### src/hw/rtl/rd_pkg.sv
// Shared types and widths for the restoring divider.
package rd_pkg;

  localparam int WIDTH  = 32;
  localparam int IN_W   = 2 * WIDTH;
  localparam int OUT_W  = 2 * WIDTH;

  // One pipeline slot: valid and divide-by-zero flags, partial remainder, shifting dividend/quotient, divisor.
  typedef struct packed {
    logic             valid;
    logic             dbz;
    logic [WIDTH-1:0] rem;
    logic [WIDTH-1:0] quo;
    logic [WIDTH-1:0] dvs;
  } rd_stage_t;

  typedef struct packed {
    logic             dbz;
    logic [WIDTH-1:0] remainder;
    logic [WIDTH-1:0] quotient;
  } rd_result_t;

endpackage

### src/hw/rtl/rd_out_buf.sv
// Output register with skid slot; its ready is a register.
module rd_out_buf (
  input  logic                       clk,
  input  logic                       rst,
  input  logic                       push,
  input  rd_pkg::rd_result_t         res,
  output logic                       ready,
  output logic                       m_tvalid,
  input  logic                       m_tready,
  output logic [rd_pkg::OUT_W-1:0]   m_tdata,
  output logic                       m_tuser
);

  logic               skid_valid;
  rd_pkg::rd_result_t skid;
  rd_pkg::rd_result_t hold;

  assign ready    = ~skid_valid;
  assign m_tdata  = {hold.remainder, hold.quotient};
  assign m_tuser  = hold.dbz;

  always_ff @(posedge clk) begin
    if (rst) begin
      m_tvalid   <= 1'b0;
      skid_valid <= 1'b0;
    end else if (!m_tvalid || m_tready) begin
      if (skid_valid) begin
        hold       <= skid;
        m_tvalid   <= 1'b1;
        skid_valid <= 1'b0;
      end else begin
        hold     <= res;
        m_tvalid <= push;
      end
    end else if (push) begin
      skid       <= res;
      skid_valid <= 1'b1;
    end
  end

  a_skid_needs_out: assert property (@(posedge clk) disable iff (rst)
    skid_valid |-> m_tvalid)
    else $error("skid slot full while output empty");

  a_skid_drains: assert property (@(posedge clk) disable iff (rst)
    (skid_valid && m_tready) |=> (m_tvalid && !skid_valid))
    else $error("skid word not moved to output");

  a_dbz_zero: assert property (@(posedge clk) disable iff (rst)
    (m_tvalid && m_tuser) |-> (m_tdata == '0))
    else $error("divide by zero word carries nonzero data");

endmodule
### config.mk
export PLATFORM = sky130hd
export DESIGN_NAME = rd_out_buf
export DESIGN_NICKNAME = d
export VERILOG_FILES = /design/src/hw/rtl/rd_pkg.sv /design/src/hw/rtl/rd_out_buf.sv
export SDC_FILE = /design/constraint.sdc
export NUM_CORES = 1
export LEC_CHECK = 0
export ABC_CLOCK_PERIOD_IN_PS = 7900
export BUFFER_PORTS_ARGS = -buffer_cell sky130_fd_sc_hd__buf_2
export CAP_MARGIN = 20
export CORE_ASPECT_RATIO = 0.75
export CORE_MARGIN = 4
export CORE_UTILIZATION = 45
export DETAILED_ROUTE_END_ITERATION = 10
export HOLD_SLACK_MARGIN = 0.1
export PLACE_DENSITY = 0.7
export RECOVER_POWER = 100
export SYNTH_ARGS = -nofsm -noshare
export SYNTH_HDL_FRONTEND = slang
export SYNTH_SLANG_ARGS = --single-unit
### constraint.sdc
create_clock -name clk -period 7.9 [get_ports clk]
set_input_delay 0.79 -clock clk [delete_from_list [all_inputs] [get_ports clk]]
set_output_delay 0.79 -clock clk [all_outputs]
set_load 0.01 [all_outputs]
==> metrics.csv <==
stage,metric,value,unit
die,die_width,128.2,µm
timing,setup_violations,0,
die,ios,136,
cells_and_area,layout-drive-gt1-share,0.2332,
worst_setup_path,rr_worst_depth,3,
grt,grt_usage,0.1417,
cells_and_area,final_common_cell,edfxtp_1,
timing,fmax,221.7,MHz
route,drc,0,
worst_setup_path,r2r_slack,3.60,ns
timing,hold_viol_final,0,
logic_synthesis,synth_area,4880,µm²
worst_setup_path,r2r_end,skid[29]$_DFFE_PP_,
logic_synthesis,ys_seq_area_frac,0.8082,
power,p_per_area,281.5,nW/µm²
route,antenna_left,0,
power,vdd_ir_drop_max,0.1420,mV
grt,overflow,0,
timing,rsz0062_at_grt,no,
cts,cts_hold_buffers,0,
cts,cts_tree,built,
cells_and_area,fin_cells,509,
die,start_util,0.4670,
cts,clk_latency,0.40,ns
grt,grt_max_degree,68,
cts,clock-sinks,132,
timing,hold_ws,0.5369,ns
route,drt-initial-drc-count,142,
die,fp-row-count,32,
logic_synthesis,synth_cell_types,14,
die,core,10450,µm²
cells_and_area,final_cell_mix,"130 x edfxtp_1, 119 x clkbuf_1, 37 x mux2_2",
route,wirelength,8.831,mm
cts,clkSlewWorstSetupHoldPaths,0.05,ns
cells_and_area,n_antenna_cell,0,
worst_setup_path,crit_end,skid[29]$_DFFE_PP_,
run_status,outcome,"finished, violations left",
cts,cts_buffers,17,
logic_synthesis,syn-instance-count,211,
timing,tns,0,ns
timing,fin_crit,4.510,ns
worst_setup_path,r2r_start,m_tvalid$_SDFFE_PP0P_,
die,die_h,98.18,µm
die,die-area,12590,µm²
placed_design,dp.cells,477,
cts,post-cts-setup-buffers,0,
run_status,violations,"capacitance limit, slew limit",
cts,cts-resized-gates,0,
worst_setup_path,cp.required,7.85,ns
placed_design,hpwlAfterDp,5.688,mm
worst_setup_path,cp_data_arrival_time,4.46,ns
worst_setup_path,path_max_fanout,56,
route,drt_pass1_iterations,4,
logic_synthesis,yosys_warnings,0,
worst_setup_path,end_kind,flip-flop,
cts,cts.root.buffer_cell,clkbuf_16,
job,cap_violations,4,
timing,report.final.slew_viol_count,193,
grt,grt_pass1_wl,13.28,mm
cells_and_area,fin_nets,429,
worst_setup_path,crit_type,input port to flip-flop,
timing,worst_pin_slew,3.106,ns
timing,max_slew_margin,-1.071,
min_path,min-delay-path-class,flip-flop to flip-flop,
cts,clockBufferDepth,2,
timing,fin_skew,0.008109,ns
power,power_leakage,1.996,nW
route,wire_per_inst,17.35,µm
worst_setup_path,critPathLaunch,m_tready,
grt,first_global_vias,2546,
worst_setup_path,start_kind,input port,
logic_synthesis,synth_nets,280,
cells_and_area,final_util,0.5781,
cells_and_area,fillers,869,
timing,fin_crit_sh,0.5709,
logic_synthesis,synth_area_per_cell,23.13,µm²
cts,htreeDepth,4,
grt,antenna_found_initial,0,
cells_and_area,area_growth,23.79,%
route,vias,2408,
placed_design,portBuffers,135,
placed_design,routabilityCongestion,0.6980,
logic_synthesis,ys_ff_latch,132,
route,viasPerCell,4.731,
routing by layer:
layer | wire [µm] | global-route usage | vias to the layer above
met5 | 0 | 0 | -
met4 | 81 | 0.05139 | 0
met3 | 797 | 0.07272 | 7
met2 | 3940 | 0.2049 | 89
met1 | 4012 | 0.1836 | 1168
li1 | - | - | 1144
sequential cells by signal, indices dropped and copies added (netlist names):
register,count
m_tuser,1
m_tdata,64
skid_valid,1
m_tvalid,1
skid,65
critical path: stages:
cell and delay [ns]:
buf_2 0.09, nand2b_1 0.18, nor3b_1 1.08, clkbuf_1 2.25
worst min path at each step:
stage                             from                     to  slack, ns  depth (start not counted)
floorplan            skid[0]$_DFFE_PP_   m_tdata[0]$_DFFE_PP_       0.52                          1
global placement    skid[12]$_DFFE_PP_  m_tdata[12]$_DFFE_PP_       0.53                          1
detailed placement  skid[21]$_DFFE_PP_  m_tdata[21]$_DFFE_PP_       0.53                          1
CTS                 skid[17]$_DFFE_PP_  m_tdata[17]$_DFFE_PP_       0.55                          1
global route                   res[62]     skid[62]$_DFFE_PP_       0.55                          1
finish              skid[53]$_DFFE_PP_  m_tdata[53]$_DFFE_PP_       0.54                          1
synthesized netlist by cell type:
cell	count	area [µm²]
nor2_1	1	3.750
edfxtp_1	130	3904
nand2b_1	1	6.260
inv_1	1	3.750
nor3_2	1	10.01
buf_2	3	15.01
buf_6	3	33.78
a21oi_1	1	5.000
mux2_4	28	420.4
dfxtp_1	2	40.04
nor2b_1	1	6.260
buf_4	1	7.510
nor3b_1	1	7.510
mux2_2	37	416.7
cells by family after synthesis:
group | count (synthesis) | synth area share
flip-flops | 132 | 0.8082
multiplexers | 65 | 0.1715
buffers and inverters | 8 | 0.01231
AND/OR/NAND/NOR | 5 | 0.006925
AO/OA/AOI/OAI | 1 | 0.001025
area by class of cell:
class                           instances  area (µm²)  area share
Sequential cell                       132        3944      0.6529
Multi-Input combinational cell         71       770.7      0.1276
Timing Repair Buffer                  137       538.0     0.08906
Clock buffer                           18       429.2     0.07104
Clock inverter                         14       185.2     0.03065
Tap cell                              136       170.2     0.02817
Inverter                                1       3.754   0.0006214
stage by stage:
stage / power (mW) / worst slack, ns / area [µm²]
floorplan: 0.8736 / 1.575 / 4880
global placement: 0.9197 / 5.088 / 5700
detailed placement: 0.9219 / 4.987 / 5700
CTS: 1.734 / 5.364 / 6315
global route: 1.765 / 2.912 / 6041
finish: 1.700 / 3.390 / 6041
power breakdown:
part / internal, mW / leakage [nW] / switching (mW)
Combinational: 0.0321 / 0.466 / 0.0450
Clock: 0.526 / 0.297 / 0.282
Sequential: 0.804 / 1.23 / 0.0108
Power figures use the tool's default switching activity.
