<file path="config.mk">
export PLATFORM = sky130hd
export DESIGN_NAME = rd_cell
export DESIGN_NICKNAME = d
export VERILOG_FILES = /design/src/hw/rtl/rd_pkg.sv /design/src/hw/rtl/rd_cell.sv
export SDC_FILE = /design/constraint.sdc
export NUM_CORES = 1
export LEC_CHECK = 0
export BUFFER_PORTS_ARGS = -buffer_cell sky130_fd_sc_hd__buf_2
export CORE_ASPECT_RATIO = 0.8
export CORE_MARGIN = 2
export CORE_UTILIZATION = 30
export DETAILED_ROUTE_END_ITERATION = 16
export HOLD_SLACK_MARGIN = 0.02
export SLEW_MARGIN = 20
export SYNTH_ARGS = -nofsm -noshare
export SYNTH_HDL_FRONTEND = slang
export SYNTH_SLANG_ARGS = --single-unit
</file>
<file path="constraint.sdc">
create_clock -name clk -period 5.7 [get_ports clk]
set_input_delay 1.14 -clock clk [delete_from_list [all_inputs] [get_ports clk]]
set_output_delay 1.14 -clock clk [all_outputs]
set_load 0.03 [all_outputs]
</file>
<file path="src/hw/rtl/rd_pkg.sv">
// Shared types and widths for the restoring divider.
package rd_pkg;

  localparam int WIDTH  = 32;
  localparam int IN_W   = 2 * WIDTH;
  localparam int OUT_W  = 2 * WIDTH;

  // One pipeline slot: valid and divide-by-zero flags, partial remainder, shifting dividend/quotient, divisor.
  typedef struct packed {
    logic             valid;
    logic             dbz;
    logic [WIDTH-1:0] rem;
    logic [WIDTH-1:0] quo;
    logic [WIDTH-1:0] dvs;
  } rd_stage_t;

  typedef struct packed {
    logic             dbz;
    logic [WIDTH-1:0] remainder;
    logic [WIDTH-1:0] quotient;
  } rd_result_t;

endpackage

</file>
<file path="src/hw/rtl/rd_cell.sv">
// One shift-subtract-restore step of the divider array, registered.
module rd_cell (
  input  logic              clk,
  input  logic              rst,
  input  logic              en,
  input  rd_pkg::rd_stage_t stage_in,
  output rd_pkg::rd_stage_t stage_out
);

  logic                   carry;
  logic [rd_pkg::WIDTH-1:0] shifted;
  logic [rd_pkg::WIDTH:0]   diff;
  logic                   take;
  rd_pkg::rd_stage_t      stage_next;

  always_comb begin
    carry   = stage_in.rem[rd_pkg::WIDTH-1];
    shifted = {stage_in.rem[rd_pkg::WIDTH-2:0], stage_in.quo[rd_pkg::WIDTH-1]};
    // extended partial remainder minus divisor; no borrow means it fits
    diff    = {carry, shifted} - {1'b0, stage_in.dvs};
    take    = ~diff[rd_pkg::WIDTH];
    stage_next       = stage_in;
    stage_next.rem   = take ? diff[rd_pkg::WIDTH-1:0] : shifted;
    stage_next.quo   = {stage_in.quo[rd_pkg::WIDTH-2:0], take};
  end

  always_ff @(posedge clk) begin
    if (rst) begin
      stage_out.valid <= 1'b0;
    end else if (en) begin
      stage_out.valid <= stage_next.valid;
    end
    if (en) begin
      stage_out.dbz <= stage_next.dbz;
      stage_out.rem <= stage_next.rem;
      stage_out.quo <= stage_next.quo;
      stage_out.dvs <= stage_next.dvs;
    end
  end

  // restoring keeps the partial remainder below a nonzero divisor
  a_rem_below_dvs: assert property (@(posedge clk) disable iff (rst)
    (stage_out.valid && !stage_out.dbz) |-> (stage_out.rem < stage_out.dvs))
    else $error("partial remainder not below divisor");

endmodule

</file>
==> impl_metrics.yaml <==
run_status:
  status: "complete, no violations"
power:
  internal_power_w: 0.00144
  p_leak_nw: 3.19
  p_per_area_nw_per_um2: 305
  ir_drop_v: 0.000128
  power_w: 0.00213
  switchingPower_w: 0.000689
  swShare: 0.324
  combPwrFrac: 0.290
  p_clk_frac: 0.286
  pwr-share-seq: 0.424
detailed_routing:
  drt_iter0_drc: 196
  finalWirelength_um: 13600
  first_pass_iters: 8
  drt-vias-per-instance: 4.69
  ant_nets: 0
  drc: 0
  num_vias: 4133
  post_drt_wl_per_cell_um: 15.4
synthesis:
  synth_top_area_share: 0.535
  synth_cell_types: 50
  synthCells: 444
  synth_edf_count: 97
  syn_avg_cell_area_um2: 12.3
  seq_area_frac_synth: 0.539
  yosysTopAreaCell: "edfxtp_1"
  synthesis.nets: 578
  syn_area_um2: 5440
  ys_seq_elements: 98
  ys.flop_type: "edfxtp_1"
  synthArstFlopShare: 0
  yosys_warnings: 0
  ys_top_cells_by_area: "edfxtp_1 (54%), ha_1 (7.4%), mux2_4 (6.9%), a21oi_1 (3.5%), inv_1 (2.6%)"
finish:
  nets: 779
  area_growth_pct: 28.3
  reg_top3: "stage_out (98)"
  drive_gt1_frac: 0.388
  largest_reg_flops: 98
  top_register: "stage_out"
  fill_cells: 1776
cts:
  cts_setup_buffers: 0
  clk_pin_slew_ps: 70
  cts_resized: 0
  cts_buffers: 9
  cts_tree: "done"
  cts_hold_buf: 0
  root_buffer: "clkbuf_16"
  cts_sinks: 98
  insertion_delay_ps: 350
  cts_buffer_depth: 2
  h-tree-depth: 3
global_route:
  grt_pass1_wl_um: 20900
  track_usage: 0.141
  antenna_found_initial: 2
  grt_max_degree: 68
  overflow: 0
  grt_pass1_vias: 3929
sta:
  fmax_mhz: 242
  slew_headroom: 0.436
  finalClockSkew_ps: 0
  min_period_ps: 4140
  rsz0062_at_grt: "no"
  finalSetupViolations: 0
  fin_crit_sh: 0.726
  setup_tns_ps: 0
  worstMarginPinSlew_ps: 846
  hold_violations: 0
  final_max_slew_viol_count: 0
setup_path:
  crit_top_cell: "a21oi_1"
  slowest_stage: "nor2_4"
  reg2reg_from: "stage_out[97]$_SDFFE_PP0P_"
  reg2reg_slack_ps: 5120
  worst-setup-path-type: "input port to register"
  cp_num_buf_inv: 3
  crit_path_max_incr_delay_ps: 500
  timing.critical_path.max_delay_family: "compound AO/OA/AOI/OAI gates"
  cp_max_fo: 15
  r2r_end: "stage_out[97]$_SDFFE_PP0P_"
  cp_data_arrival_time_ps: 4240
  worstRegToRegCells: 2
  crit_chain: "buf_2 > inv_1 > ha_1 > fa_1 > nand2b_1 > a21oi_1 > o211ai_1 > a21oi_1 > o31a_2 > mux2i_1 > nor2_4 > buf_4 > mux2_4"
  crit_end: "stage_out[81]$_DFFE_PP_"
  cp.depth: 13
  critPathLaunchType: "input port"
  crit_required_ps: 5800
  crit_start: "stage_in[63]"
  endpoint_kind: "register"
floorplan:
  core-area_um2: 17900
  fp.dieArea_um2: 19200
  die_w_um: 155
  start_util: 0.303
  die_h_um: 124
  rows: 44
  ios: 199
placement:
  io_buffers: 198
  gp_congestion: 0.803
  hpwl_um: 10500
min_path:
  worstHoldPathType: "register to register"
  holdPathStages: 2
job:
  drv_cap: 0
## metal layers
layer  wire length [um]  GRT usage  vias to the layer above
met2               5730      0.211                      155
li1                   -          -                     2060
met1               6420      0.190                     1906
met4                142     0.0359                        0
met3               1270     0.0578                       12
met5                  0          0                        -
## worst reg2reg max path: stages (launching register included)
cell     delay, ps
dfxtp_1        310
mux2i_1        120
nor2_1          50
## cell type report
class                           instances  area, um2  share of cell area
Timing Repair Buffer                  201       1020               0.146
Clock buffer                           10        239              0.0342
Inverter                               38        143              0.0204
Multi-Input combinational cell        297       2300               0.329
Sequential cell                        98       2930               0.420
Tap cell                              230        288              0.0412
Antenna cell                            2       5.00            0.000717
Clock inverter                          6       60.1             0.00861
## power by group through the flow
stage / combinational, W / clock [W] / sequential (W)
after floorplan: 0.000280 / 0 / 0.00108
after global placement: 0.000617 / 0 / 0.000918
after detailed placement: 0.000620 / 0 / 0.000918
after CTS: 0.000623 / 0.000644 / 0.000903
after global routing: 0.000669 / 0.000672 / 0.000909
final: 0.000618 / 0.000608 / 0.000901
## cells in the mapped netlist (2+ instances only)
library cell	count
ha_1	32
edfxtp_1	97
buf_6	4
xnor2_1	13
nor4b_1	2
o21bai_1	5
mux2i_1	6
nand3_1	10
o211ai_1	6
a211oi_1	3
mux2_2	3
and3_1	4
mux2_4	25
nand2b_1	8
and2_1	3
xor2_1	10
o21ai_0	17
nand4_1	6
nor2_1	19
o21a_1	5
a21o_1	18
nand3b_1	2
nor3_1	4
nand2_1	27
a21bo_2	3
nor2b_1	5
or3_1	2
and4_1	3
clkbuf_1	5
o31ai_1	2
a21oi_1	38
nor4_1	2
inv_1	38
## cell usage in the layout, fill, tap and decap left out, types with 2 or more instances in the layout
cell type and instances:
a21oi_1 38, o21bai_1 5, mux2_2 3, buf_4 4, edfxtp_1 97, diode_2 2, o21a_1 5, mux2_4 25
or3_1 2, xnor2_1 13, nor4_1 2, inv_1 38, a211oi_1 3, nor4b_1 2, nor2b_1 5, nor2_1 19
and4_1 3, and3_1 4, o21ai_0 17, a21o_1 18, nand2_1 27, inv_6 2, o211ai_1 6, xor2_1 10
nand2b_1 8, nor3_1 4, buf_2 197, clkbuf_16 9, mux2i_1 6, nand3b_1 2, o31ai_1 2, nand4_1 6
nand3_1 10, a21bo_2 3, clkinv_4 3, and2_1 3, ha_1 32
## kinds of logic after synthesis
family	after synthesis	synth area share
compound gates	107	0.126
xor+xnor	23	0.0370
fa+ha+maj	33	0.0773
buf+inv	49	0.0398
flops	98	0.539
mux	34	0.0862
simple gates	100	0.0948
## worst min-delay path by stage
stage,startpoint,endpoint
after floorplan,stage_out[97]$_SDFFE_PP0P_,stage_out[97]$_SDFFE_PP0P_
after global placement,stage_out[97]$_SDFFE_PP0P_,stage_out[97]$_SDFFE_PP0P_
after detailed placement,stage_out[97]$_SDFFE_PP0P_,stage_out[97]$_SDFFE_PP0P_
after CTS,stage_out[97]$_SDFFE_PP0P_,stage_out[97]$_SDFFE_PP0P_
after global routing,stage_out[97]$_SDFFE_PP0P_,stage_out[97]$_SDFFE_PP0P_
final,stage_out[97]$_SDFFE_PP0P_,stage_out[97]$_SDFFE_PP0P_
## metrics by stage
stage | hold slack, ps | worst slack (ps) | utilization | area [um2] | instances
4_1_cts | 512 | 1530 | 0.389 | 6970 | 880
5_1_grt | 559 | 1370 | 0.389 | 6970 | 880
2_1_floorplan | 630 | 2040 | - | 5440 | 444
3_5_place_dp | 493 | 1170 | 0.372 | 6680 | 864
6_report | 505 | 1560 | 0.389 | 6980 | 882
3_3_place_gp | 478 | 1230 | 0.372 | 6680 | 864
Power figures use the tool's default switching activity.
